===== config.mk =====
export PLATFORM = sky130hd
export DESIGN_NAME = io_line_ownership_table_top_flat
export DESIGN_NICKNAME = d
export VERILOG_FILES = /design/src/rtl/iolot_pkg.sv /design/src/rtl/iolot_req_if.sv /design/src/rtl/iolot_rsp_if.sv /design/src/rtl/io_line_ownership_table_top.sv /design/src/rtl/iolot_datapath.sv /design/src/rtl/iolot_ctrl.sv /design/src/flat_wrapper.sv
export SDC_FILE = /design/constraint.sdc
export NUM_CORES = 1
export LEC_CHECK = 0
export BUFFER_PORTS_ARGS = -buffer_cell sky130_fd_sc_hd__buf_2
export CORE_MARGIN = 2
export CORE_UTILIZATION = 50
export DETAILED_ROUTE_END_ITERATION = 10
export PLACE_DENSITY = 0.68
export RECOVER_POWER = 25
export SLEW_MARGIN = 20
export SYNTH_ARGS = -nofsm -noshare
export SYNTH_HDL_FRONTEND = slang
export SYNTH_SLANG_ARGS = --single-unit

===== constraint.sdc =====
create_clock -name clock -period 5.6 [get_ports clock]
set_clock_uncertainty 0.2 [all_clocks]
set_input_delay 0.84 -clock clock [delete_from_list [all_inputs] [get_ports clock]]
set_output_delay 0.84 -clock clock [all_outputs]
set_load 0.005 [all_outputs]

===== src/rtl/iolot_pkg.sv =====
// shared constants, types and request codes of the io line ownership table
package iolot_pkg;

   localparam int LINES   = 32;
   localparam int ID_BITS = 8;
   localparam int MASK_W  = 32;
   localparam int INDEX_W = 8;
   localparam int GRANT_W = 8;
   localparam int OP_W    = 4;
   // candidate ids run from 1 to LINES+1
   localparam int CAND_W  = $clog2(LINES + 2);

   typedef enum logic [OP_W-1:0] {
      OP_ALLOC_MASK = 4'd0,
      OP_ALLOC_AUTO = 4'd1,
      OP_ALLOC_ID   = 4'd2,
      OP_FREE_ID    = 4'd3,
      OP_FREE_ALL   = 4'd4,
      OP_Q_MASK_ID  = 4'd5,
      OP_Q_MASK     = 4'd6,
      OP_Q_LINE_ID  = 4'd7,
      OP_Q_LINE     = 4'd8
   } op_type;

   typedef struct packed {
      logic load;
      logic search_start;
      logic search_step;
      logic commit;
   } cmd_type;

   typedef struct packed {
      logic needs_search;
      logic cand_free;
      logic cand_last;
   } sts_type;

endpackage


===== src/rtl/iolot_req_if.sv =====
// request channel: one ownership request word per handshake
interface iolot_req_if;
   import iolot_pkg::*;

   logic                valid;
   logic                ready;
   logic [OP_W-1:0]     op;
   logic [MASK_W-1:0]   line_mask;
   logic [INDEX_W-1:0]  line_index;
   logic [INDEX_W-1:0]  owner_id;

   modport source (output valid, op, line_mask, line_index, owner_id, input ready);
   modport sink   (input valid, op, line_mask, line_index, owner_id, output ready);
endinterface


===== src/rtl/iolot_rsp_if.sv =====
// response channel: one result word per handshake
interface iolot_rsp_if;
   import iolot_pkg::*;

   logic                valid;
   logic                ready;
   logic                status;
   logic [GRANT_W-1:0]  granted_id;
   logic [MASK_W-1:0]   conflict_mask;
   logic                answer;

   modport source (output valid, status, granted_id, conflict_mask, answer, input ready);
   modport sink   (input valid, status, granted_id, conflict_mask, answer, output ready);
endinterface


===== src/rtl/io_line_ownership_table_top.sv =====
// top level of the io line ownership table
// Keeps one owner id per io line (0 = free) and serves one request word at a
// time: allocate by mask or one line, free by id or all, and ownership queries.
// Each request runs load, evaluate and commit from acceptance to response;
// allocations that need a fresh id add a search state between, trying up to
// LINES+1 candidate ids, since the free id search checks one candidate per
// cycle against all lines at once. The response sits in an output register,
// so the next request is taken while a response waits; a commit only waits
// when that register is still full. The table is cleared by reset.
module io_line_ownership_table_top
   import iolot_pkg::*;
(
   input  logic         clock,
   input  logic         reset,
   iolot_req_if.sink    req_chan,
   iolot_rsp_if.source  rsp_chan
);

   cmd_type cmd;   // sequencer commands to the datapath
   sts_type sts;   // evaluation and search status back

   // sequencer: handshakes and the free id search loop
   iolot_ctrl u_ctrl (
      .clock     (clock),
      .reset     (reset),
      .req_valid (req_chan.valid),
      .req_ready (req_chan.ready),
      .rsp_valid (rsp_chan.valid),
      .rsp_ready (rsp_chan.ready),
      .sts       (sts),
      .cmd       (cmd)
   );

   // table, request word registers and response word register
   iolot_datapath u_datapath (
      .clock             (clock),
      .reset             (reset),
      .cmd               (cmd),
      .sts               (sts),
      .req_op            (req_chan.op),
      .req_line_mask     (req_chan.line_mask),
      .req_line_index    (req_chan.line_index),
      .req_owner_id      (req_chan.owner_id),
      .rsp_status        (rsp_chan.status),
      .rsp_granted_id    (rsp_chan.granted_id),
      .rsp_conflict_mask (rsp_chan.conflict_mask),
      .rsp_answer        (rsp_chan.answer)
   );

endmodule


===== src/rtl/iolot_datapath.sv =====
// ownership table, request registers, free id search counter and result register
module iolot_datapath
   import iolot_pkg::*;
(
   input  logic                clock,
   input  logic                reset,
   input  cmd_type             cmd,
   output sts_type             sts,
   input  logic [OP_W-1:0]     req_op,
   input  logic [MASK_W-1:0]   req_line_mask,
   input  logic [INDEX_W-1:0]  req_line_index,
   input  logic [INDEX_W-1:0]  req_owner_id,
   output logic                rsp_status,
   output logic [GRANT_W-1:0]  rsp_granted_id,
   output logic [MASK_W-1:0]   rsp_conflict_mask,
   output logic                rsp_answer
);

   logic [ID_BITS-1:0] owner_ff [LINES];
   logic [ID_BITS-1:0] owner_in [LINES];

   logic [OP_W-1:0]    op_ff;
   logic [MASK_W-1:0]  mask_ff;
   logic [INDEX_W-1:0] line_ff;
   logic [ID_BITS-1:0] id_ff;
   logic [CAND_W-1:0]  cand_ff;
   logic [CAND_W-1:0]  cand_in;

   logic               status_ff,   status_in;
   logic [GRANT_W-1:0] granted_ff,  granted_in;
   logic [MASK_W-1:0]  conflict_ff, conflict_in;
   logic               answer_ff,   answer_in;

   logic [MASK_W-1:0]  conflict;
   logic [ID_BITS-1:0] sel_owner;
   logic               in_range;
   logic               cand_held;
   logic               mask_id_all;
   logic               mask_owned_all;
   logic [ID_BITS-1:0] cand_id;

   assign cand_id  = ID_BITS'(cand_ff);
   assign in_range = line_ff < INDEX_W'(LINES);

   // per-line compares, all lines in parallel
   always_comb begin
      conflict       = '0;
      sel_owner      = '0;
      cand_held      = 1'b0;
      mask_id_all    = 1'b1;
      mask_owned_all = 1'b1;
      for (int k = 0; k < LINES; k++) begin
         if (mask_ff[k] && owner_ff[k] != '0) conflict[k] = 1'b1;
         if (line_ff == INDEX_W'(k)) sel_owner = owner_ff[k];
         if (owner_ff[k] == cand_id) cand_held = 1'b1;
         if (mask_ff[k] && (owner_ff[k] == '0 || owner_ff[k] != id_ff)) mask_id_all = 1'b0;
         if (mask_ff[k] && owner_ff[k] == '0) mask_owned_all = 1'b0;
      end
   end

   always_comb begin
      sts.needs_search = (op_ff == OP_ALLOC_MASK && conflict == '0) ||
                         (op_ff == OP_ALLOC_AUTO && in_range && sel_owner == '0);
      sts.cand_free    = !cand_held;
      sts.cand_last    = cand_ff == CAND_W'(LINES + 1);
   end

   always_comb begin
      cand_in = cand_ff;
      if (cmd.search_start)     cand_in = CAND_W'(1);
      else if (cmd.search_step) cand_in = cand_ff + CAND_W'(1);
   end

   // result and next table contents for the request held
   always_comb begin
      owner_in    = owner_ff;
      status_in   = 1'b0;
      granted_in  = '0;
      conflict_in = '0;
      answer_in   = 1'b0;
      unique case (op_ff)
         OP_ALLOC_MASK: begin
            if (conflict != '0) begin
               status_in   = 1'b1;
               conflict_in = conflict;
            end else begin
               granted_in = GRANT_W'(cand_ff);
               for (int k = 0; k < LINES; k++)
                  if (mask_ff[k]) owner_in[k] = cand_id;
            end
         end
         OP_ALLOC_AUTO, OP_ALLOC_ID: begin
            if (!in_range || sel_owner != '0) begin
               status_in = 1'b1;
            end else begin
               granted_in = (op_ff == OP_ALLOC_AUTO) ? GRANT_W'(cand_ff) : GRANT_W'(id_ff);
               for (int k = 0; k < LINES; k++)
                  if (line_ff == INDEX_W'(k))
                     owner_in[k] = (op_ff == OP_ALLOC_AUTO) ? cand_id : id_ff;
            end
         end
         OP_FREE_ID: begin
            for (int k = 0; k < LINES; k++)
               if (owner_ff[k] == id_ff) owner_in[k] = '0;
         end
         OP_FREE_ALL: begin
            for (int k = 0; k < LINES; k++) owner_in[k] = '0;
         end
         OP_Q_MASK_ID: answer_in = mask_id_all;
         OP_Q_MASK:    answer_in = mask_owned_all;
         OP_Q_LINE_ID: answer_in = in_range && sel_owner == id_ff;
         OP_Q_LINE:    answer_in = in_range && sel_owner != '0;
         default:      status_in = 1'b1;
      endcase
   end

   always_ff @(posedge clock) begin
      if (reset) begin
         for (int k = 0; k < LINES; k++) owner_ff[k] <= '0;
      end else if (cmd.commit) begin
         owner_ff <= owner_in;
      end
   end

   always_ff @(posedge clock) begin
      if (cmd.load) begin
         op_ff   <= req_op;
         mask_ff <= req_line_mask;
         line_ff <= req_line_index;
         id_ff   <= ID_BITS'(req_owner_id);
      end
      cand_ff <= cand_in;
      if (cmd.commit) begin
         status_ff   <= status_in;
         granted_ff  <= granted_in;
         conflict_ff <= conflict_in;
         answer_ff   <= answer_in;
      end
   end

   assign rsp_status        = status_ff;
   assign rsp_granted_id    = granted_ff;
   assign rsp_conflict_mask = conflict_ff;
   assign rsp_answer        = answer_ff;

endmodule


===== src/rtl/iolot_ctrl.sv =====
// request sequencer: accept, evaluate, free id search, commit
module iolot_ctrl
   import iolot_pkg::*;
(
   input  logic    clock,
   input  logic    reset,
   input  logic    req_valid,
   output logic    req_ready,
   output logic    rsp_valid,
   input  logic    rsp_ready,
   input  sts_type sts,
   output cmd_type cmd
);

   typedef enum logic [3:0] {
      ST_IDLE   = 4'b0001,
      ST_EVAL   = 4'b0010,
      ST_SEARCH = 4'b0100,
      ST_FINISH = 4'b1000
   } state_type;

   state_type state_ff, state_in;
   logic      rsp_valid_ff, rsp_valid_in;
   logic      out_free;

   assign req_ready = state_ff == ST_IDLE;
   assign rsp_valid = rsp_valid_ff;
   assign out_free  = !rsp_valid_ff || rsp_ready;

   always_comb begin
      state_in = state_ff;
      cmd      = '0;
      unique case (state_ff)
         ST_IDLE: begin
            if (req_valid) begin
               cmd.load = 1'b1;
               state_in = ST_EVAL;
            end
         end
         ST_EVAL: begin
            if (sts.needs_search) begin
               cmd.search_start = 1'b1;
               state_in         = ST_SEARCH;
            end else begin
               state_in = ST_FINISH;
            end
         end
         ST_SEARCH: begin
            if (sts.cand_free || sts.cand_last) state_in = ST_FINISH;
            else cmd.search_step = 1'b1;
         end
         ST_FINISH: begin
            if (out_free) begin
               cmd.commit = 1'b1;
               state_in   = ST_IDLE;
            end
         end
         default: state_in = ST_IDLE;
      endcase
   end

   always_comb begin
      rsp_valid_in = rsp_valid_ff;
      if (cmd.commit)     rsp_valid_in = 1'b1;
      else if (rsp_ready) rsp_valid_in = 1'b0;
   end

   always_ff @(posedge clock) begin
      if (reset) begin
         state_ff     <= ST_IDLE;
         rsp_valid_ff <= 1'b0;
      end else begin
         state_ff     <= state_in;
         rsp_valid_ff <= rsp_valid_in;
      end
   end

   a_accept_eval: assert property (@(posedge clock) disable iff (reset)
      req_valid && req_ready |=> state_ff == ST_EVAL)
      else $error("accepted request did not move to evaluation");

   a_commit_out: assert property (@(posedge clock) disable iff (reset)
      cmd.commit |=> rsp_valid_ff && state_ff == ST_IDLE)
      else $error("commit did not present a response");

   a_no_overwrite: assert property (@(posedge clock) disable iff (reset)
      state_ff == ST_FINISH && rsp_valid_ff && !rsp_ready |=> state_ff == ST_FINISH)
      else $error("pending response overwritten");

   a_search_hold: assert property (@(posedge clock) disable iff (reset)
      state_ff == ST_SEARCH && !sts.cand_free && !sts.cand_last |=> state_ff == ST_SEARCH)
      else $error("free id search left early");

endmodule


===== src/flat_wrapper.sv =====
// flat-port wrapper written by rule: the top's interface ports become plain ports
module io_line_ownership_table_top_flat import iolot_pkg::*;
  (clock, reset, req_chan_valid, req_chan_op, req_chan_line_mask, req_chan_line_index, req_chan_owner_id, req_chan_ready, rsp_chan_valid, rsp_chan_status, rsp_chan_granted_id, rsp_chan_conflict_mask, rsp_chan_answer, rsp_chan_ready);
  iolot_req_if req_chan_i ();
  iolot_rsp_if rsp_chan_i ();
  input  logic clock;
  input  logic reset;
  input wire logic [$bits(req_chan_i.valid)-1:0] req_chan_valid;
  input wire logic [$bits(req_chan_i.op)-1:0] req_chan_op;
  input wire logic [$bits(req_chan_i.line_mask)-1:0] req_chan_line_mask;
  input wire logic [$bits(req_chan_i.line_index)-1:0] req_chan_line_index;
  input wire logic [$bits(req_chan_i.owner_id)-1:0] req_chan_owner_id;
  output wire logic [$bits(req_chan_i.ready)-1:0] req_chan_ready;
  output wire logic [$bits(rsp_chan_i.valid)-1:0] rsp_chan_valid;
  output wire logic [$bits(rsp_chan_i.status)-1:0] rsp_chan_status;
  output wire logic [$bits(rsp_chan_i.granted_id)-1:0] rsp_chan_granted_id;
  output wire logic [$bits(rsp_chan_i.conflict_mask)-1:0] rsp_chan_conflict_mask;
  output wire logic [$bits(rsp_chan_i.answer)-1:0] rsp_chan_answer;
  input wire logic [$bits(rsp_chan_i.ready)-1:0] rsp_chan_ready;
  assign req_chan_i.valid = req_chan_valid;
  assign req_chan_i.op = req_chan_op;
  assign req_chan_i.line_mask = req_chan_line_mask;
  assign req_chan_i.line_index = req_chan_line_index;
  assign req_chan_i.owner_id = req_chan_owner_id;
  assign req_chan_ready = req_chan_i.ready;
  assign rsp_chan_valid = rsp_chan_i.valid;
  assign rsp_chan_status = rsp_chan_i.status;
  assign rsp_chan_granted_id = rsp_chan_i.granted_id;
  assign rsp_chan_conflict_mask = rsp_chan_i.conflict_mask;
  assign rsp_chan_answer = rsp_chan_i.answer;
  assign rsp_chan_i.ready = rsp_chan_ready;
  io_line_ownership_table_top u_core (.clock(clock), .reset(reset), .req_chan(req_chan_i), .rsp_chan(rsp_chan_i));
endmodule

* After elaboration in Yosys (flattened, before gate mapping)
Cells that the tools add are included.
** Word-level totals
- Bits of input ports :: 56
- Output and inout port bits :: 44
- Logic and storage cells :: 817
- Flip-flop bits (word level) :: 361
** Cells by class
- Mux-type cells :: 282
- Magnitude comparators :: 1
- Equal/unequal tests :: 242
- Add/sub/neg operators :: 1
- Reduce and logical (&&, ||, !) cells :: 248
** Operators by type and width (number)
- $mux W8 :: 130
- $pmux W256 S4 :: 1
- $mux W256 :: 2
- $logic_not A8 Y1 :: 34
- $eq A8 B8 Y1 :: 33
- $reduce_bool A8 Y1 :: 33
- $eq A8 B6 Y1 :: 32
- $ne A8 B8 Y1 :: 32
- $reduce_and A7 Y1 :: 32
- $ne A2 B2 Y1 const B :: 101
- $mux W1 :: 140
- $eq A8 B5 Y1 const B :: 16
- $logic_and A1 B1 Y1 :: 101
- $eq A8 B4 Y1 const B :: 8
- $logic_or A1 B1 Y1 :: 36
- $eq A8 B3 Y1 const B :: 4
- $logic_not A32 Y1 :: 1
- $reduce_bool A32 Y1 :: 1
- $eq A4 B3 Y1 const B :: 5
- $eq A8 B2 Y1 const B :: 2
- $mux W4 :: 4
- $pmux W4 S4 :: 1
- $pmux W8 S2 :: 1
- $eq A4 B2 Y1 const B :: 3
- other kinds (17) :: 21

* Depth between registers and ports, before layout
- Word-level depth :: 38
- Gate-level depth with buffers :: 16

* Cells and area by module
A second synthesis with hierarchy kept.
** Second synthesis, totals
- Cell total of the unflattened synthesis :: 2654
- Area, all modules :: 24409.7 µm²
** By module, submodules not included
- iolot_datapath :: sequential area each 8067.7 µm², area each 24121.9 µm², cells each 2618, times used 1
- iolot_ctrl :: sequential area each 100.1 µm², area each 287.8 µm², cells each 36, times used 1

* Least setup slack after synthesis
OpenSTA, ideal clock, no wires.
- Path type :: input to register
- Start :: input port rsp_chan_ready
- End :: register u_core.u_datapath.owner_ff[136] (netlist bit)
- Buffers on the path :: 2
- Slack :: 1.235 ns
- Stages on the path :: 7
- Setup time :: 0.132 ns
- Data arrival time :: 4.033 ns
- Required time :: 5.268 ns
- Path through :: nor2b_1 nor2_1 and4b_1 clkbuf_1 buf_2 nand3_4 mux2i_1
** RTL lines
- from (decl) :: line flat_wrapper.sv:19 : input wire logic [$bits(rsp_chan_i.ready)-1:0] rsp_chan_ready;
- to (signal assigned) :: line iolot_datapath.sv:121 : owner_ff <= owner_in;
- to (decl) :: line iolot_datapath.sv:19 : logic [ID_BITS-1:0] owner_ff [LINES];

* Worst setup path in the final report
- Start :: register u_core.u_datapath.line_ff[0]
- End :: register u_core.u_datapath.owner_ff[33] (netlist bit)
** Between the ends
- Longest elaborated chain between the ends :: 37
** RTL lines
- from (decl) :: line iolot_datapath.sv:24 : logic [INDEX_W-1:0] line_ff;
- from (signal assigned) :: line iolot_datapath.sv:129 : line_ff <= req_line_index;
- $logic_not A8 Y1 :: line iolot_datapath.sv:54 : if (line_ff == INDEX_W'(k)) sel_owner = owner_ff[k];
- $mux W8 (32 in series) :: line iolot_datapath.sv:54
- $reduce_bool A8 Y1 :: line iolot_datapath.sv:93 : if (!in_range || sel_owner != '0) begin
- $logic_or A1 B1 Y1 :: line iolot_datapath.sv:93
- $ne A2 B2 Y1 (no line)
- $reduce_and A7 Y1 (no line) (*)
Every way passes the cells marked *; elsewhere a longest branch is shown, timed or not.
A chain may end at the register's enable or synchronous reset.

==> impl_metrics.csv <==
group,metric,value,unit
sta,rsz0062_at_grt,"false",
sta,worst_pin_slew,2.19,ns
pwr,internal_power,4.71,mW
pwr,power.leakage,12.3,nW
sta,timing.final.crit_share,95.7,%
clock_tree,cts_buffer_depth,3,
route,wl,109000,µm
critical_path,path_buf_inv,3,
grt,grt_max_degree,97,
critical_path,cp.required,5.80,ns
placed_design,routabilityCongestion,1.07,
route,vias_per_cell,6.87,
hold_path,hold_start,"req_chan_line_mask[3]",
critical_path,cp_top_family,"compound AO/OA/AOI/OAI gates",
critical_path,cp_cell_sequence,"inv_1 -> buf_4 -> o2111ai_1 -> o221ai_1 -> a221oi_1 -> o311a_1 -> o211ai_1 -> nor4b_4 -> a21o_4 -> buf_4 -> nand3_4 -> mux2i_1",
pwr,p_switching,2.07,mW
sta,hold_viol_final,0,
critical_path,cp_max_fo,17,
critical_path,slowest_stage,"edfxtp_1",
clock_tree,clock-sinks,361,
placed_design,io_buffers,99,
logic_synthesis,ys_ff_latch,361,
logic_synthesis,async_flop_share,0,%
pwr,p_seq_share,42.3,%
logic_synthesis,synth.distinct_cells,86,
sta,setup_viol,0,
pwr,clkPwrFrac,41.0,%
route,drtPass1Iterations,9,
route,drc_errors,0,
critical_path,crit_top_cell,"buf_4",
flow_run,max-cap-violations,1,
final_layout,finalNonFillerCells,3361,
clock_tree,cts_resized,0,
placed_design,postPlaceCellArea,25300,µm²
sta,drv_slew,44,
sta,finalCriticalPeriod,5.36,ns
critical_path,end_kind,"flop",
critical_path,r2r_slack,0.24,ns
hold_path,worst_hold_path.endpoint,"u_core.u_datapath.mask_ff[3]",
die,rows,80,
route,wire_per_inst,32.5,µm
critical_path,worstRegToRegCells,12,
die,core,47400,µm²
final_layout,drive_gt1_share,11.8,%
hold_path,min_path_cells,1,
sta,fmax,187,MHz
status,status,"complete, but fails checks",
hold_path,hold_path_class,"input pin to flop",
die,initial_utilization,50.4,%
logic_synthesis,synth-edff-count,94,
grt,grt_pass1_wl,157000,µm
clock_tree,numCtsBuffers,40,
logic_synthesis,synth_seq_area_share,34.1,%
clock_tree,clk_pin_slew,0.06,ns
route,vias,23100,
critical_path,cp.arrival,5.56,ns
grt,overflow,0,
critical_path,critPathLaunchType,"flop",
placed_design,post-dp-hpwl,78800,µm
pwr,power.density,255,nW/µm²
die,dieArea,49600,µm²
sta,setup_tns,0,ns
clock_tree,cts_tree,"done",
pwr,comb_power_share,16.7,%
logic_synthesis,synth_nets,2734,
critical_path,slowest_delay,0.80,ns
status,violations,"capacitance limit, slew limit",
final_layout,syn_to_final_growth,11.2,%
route,ant_nets,0,
clock_tree,postCtsSetupRepairBufs,0,
clock_tree,cts_htree_levels,2,
critical_path,critical_path_class,"flop to flop",
final_layout,final_area,26600,µm²
grt,antenna_found_initial,2,
grt,grtUsageTotal,43.3,%
logic_synthesis,yosys_warnings,0,
die,io_pins,100,
logic_synthesis,netlist_area,23900,µm²
clock_tree,cts-root-buf,"clkbuf_16",
route,first_iter_violations,3942,
pwr,switching_share,30.6,%
die,die_w,223,µm
pwr,peakVddDrop,0.000228,V
final_layout,fin_util,56.1,%
critical_path,r2r-start,"u_core.u_datapath.line_ff[0]",
logic_synthesis,synth.avg_cell_area,8.94,µm²
placed_design,placed_cells,3285,
die,die_h,223,µm
sta,slew_headroom,-46.1,%
clock_tree,insertion_delay,0.60,ns
clock_tree,cts_hold_buffers,0,
final_layout,nets,2771,
final_layout,fillers,4219,
critical_path,r2r-end,"u_core.u_datapath.owner_ff[33]",
logic_synthesis,netlist_instances,2676,
logic_synthesis,ys.flop_type,"dfxtp_1",
grt,grt_pass1_vias,22100,
[layout by cell type, fill, tap and decap left out, types with 11 or more instances in the layout]
master / instances
o22ai_1: 16
o2bb2ai_1: 11
dfxtp_1: 261
nand3_1: 17
nand4_1: 49
nand2_1: 376
a32o_1: 11
xnor2_1: 105
edfxtp_1: 94
nor3_1: 42
nand2b_1: 12
nor2_1: 165
nand3_4: 30
a21oi_1: 58
o211ai_1: 12
clkbuf_16: 42
buf_12: 12
o21ai_0: 120
buf_4: 86
mux2_2: 15
mux2i_1: 292
inv_1: 26
or4_1: 34
nor2b_1: 23
xor2_1: 358
buf_2: 77
nor4_1: 120
clkbuf_1: 33
a22oi_1: 29
[metrics by stage]
step                      hold WS [ns]  total power [mW]  setup slack, ns
after global placement           0.263              3.97            0.442
after global routing             0.213              6.93           0.0920
after detailed placement         0.284              3.99            0.403
final                            0.219              6.79            0.239
after floorplan                  0.264              3.52             1.23
after CTS                        0.206              6.74            0.398
[cell usage after synthesis, types with 12 or more instances]
| cell type | instances | share of area (%) |
|---|---|---|
| nand2_1 | 376 | 5.9 |
| xor2_1 | 358 | 13 |
| mux2i_1 | 292 | 12 |
| dfxtp_1 | 267 | 22 |
| nor2_1 | 166 | 2.6 |
| clkbuf_1 | 136 | 2.1 |
| nor4_1 | 122 | 3.2 |
| o21ai_0 | 120 | 2.5 |
| xnor2_1 | 105 | 3.8 |
| edfxtp_1 | 94 | 12 |
| a21oi_1 | 58 | 1.2 |
| nand4_1 | 49 | 1.3 |
| nor3_1 | 43 | 0.90 |
| buf_2 | 34 | 0.71 |
| or4_1 | 34 | 1.1 |
| nand3_4 | 30 | 2.2 |
| a22oi_1 | 29 | 0.91 |
| buf_1 | 28 | 0.44 |
| inv_1 | 27 | 0.42 |
| nor2b_1 | 23 | 0.60 |
| nand3_1 | 17 | 0.36 |
| o22ai_1 | 16 | 0.42 |
| mux2_2 | 15 | 0.71 |
| nand2b_1 | 12 | 0.31 |
| o211ai_1 | 12 | 0.38 |
[flip-flops by register name, indices dropped and copies added, names as in the netlist, 4 cells and up]
name,count
u_core.u_datapath.cand_ff,6
u_core.u_datapath.rsp_conflict_mask,32
u_core.u_datapath.mask_ff,32
u_core.u_datapath.line_ff,8
u_core.u_datapath.owner_ff,256
u_core.u_datapath.rsp_granted_id,8
u_core.u_ctrl.state_ff,4
u_core.u_datapath.id_ff,8
u_core.u_datapath.op_ff,4
[routing by layer]
layer | share of wire, % | vias to the layer above | wire (µm) | track usage (%)
met2 | 41 | 1892 | 45200 | 62.8
met5 | 0.010 | - | 11 | 0
li1 | - | 9648 | - | -
met3 | 14 | 434 | 14900 | 13.3
met4 | 6.5 | 2 | 7060 | 23.7
met1 | 38 | 11100 | 42000 | 57.3
[final cells by class]
type                            instances  area, µm²  area share (%)
Multi-Input combinational cell       2084      14800            55.7
Sequential cell                       361       8180            30.7
Timing Repair Buffer                  199       1370            5.13
Clock buffer                           57       1150            4.32
Tap cell                              615        769            2.89
Clock inverter                         16        216           0.813
Inverter                               27        106           0.400
Antenna cell                            2       5.00          0.0188
[power by group through the flow]
stage	clock (mW)	combinational, mW	sequential, mW
after floorplan	0	0.708	2.81
after global placement	0	1.06	2.91
after detailed placement	0	1.08	2.91
after CTS	2.80	1.08	2.86
after global routing	2.89	1.17	2.87
final	2.78	1.13	2.87
[worst max-delay path by stage]
stage                                            endpoint                         start  slack (ns)  depth (start not counted)
after floorplan           u_core.u_datapath.owner_ff[136]                rsp_chan_ready        1.23                          7
after global placement     u_core.u_datapath.owner_ff[49]  u_core.u_datapath.line_ff[0]        0.44                         12
after detailed placement    u_core.u_datapath.owner_ff[6]  u_core.u_datapath.line_ff[0]        0.40                         12
after CTS                  u_core.u_datapath.owner_ff[33]  u_core.u_datapath.line_ff[0]        0.40                         12
after global routing       u_core.u_datapath.owner_ff[46]  u_core.u_datapath.line_ff[0]        0.09                         12
final                      u_core.u_datapath.owner_ff[33]  u_core.u_datapath.line_ff[0]        0.24                         12
[kinds of logic (layout without fill, tap and decap cells)]
kind of cell,Yosys count,after routing,share of synthesized area (%)
buf+inv,231,299,4.07
xor+xnor,463,463,16.9
compound gates,374,374,10.6
mux,316,316,13.8
fa+ha+maj,2,2,0.105
flops,361,361,34.1
simple gates,929,929,20.3
other cells,0,2,0
Note: power is estimated with default switching activity, not from simulation.
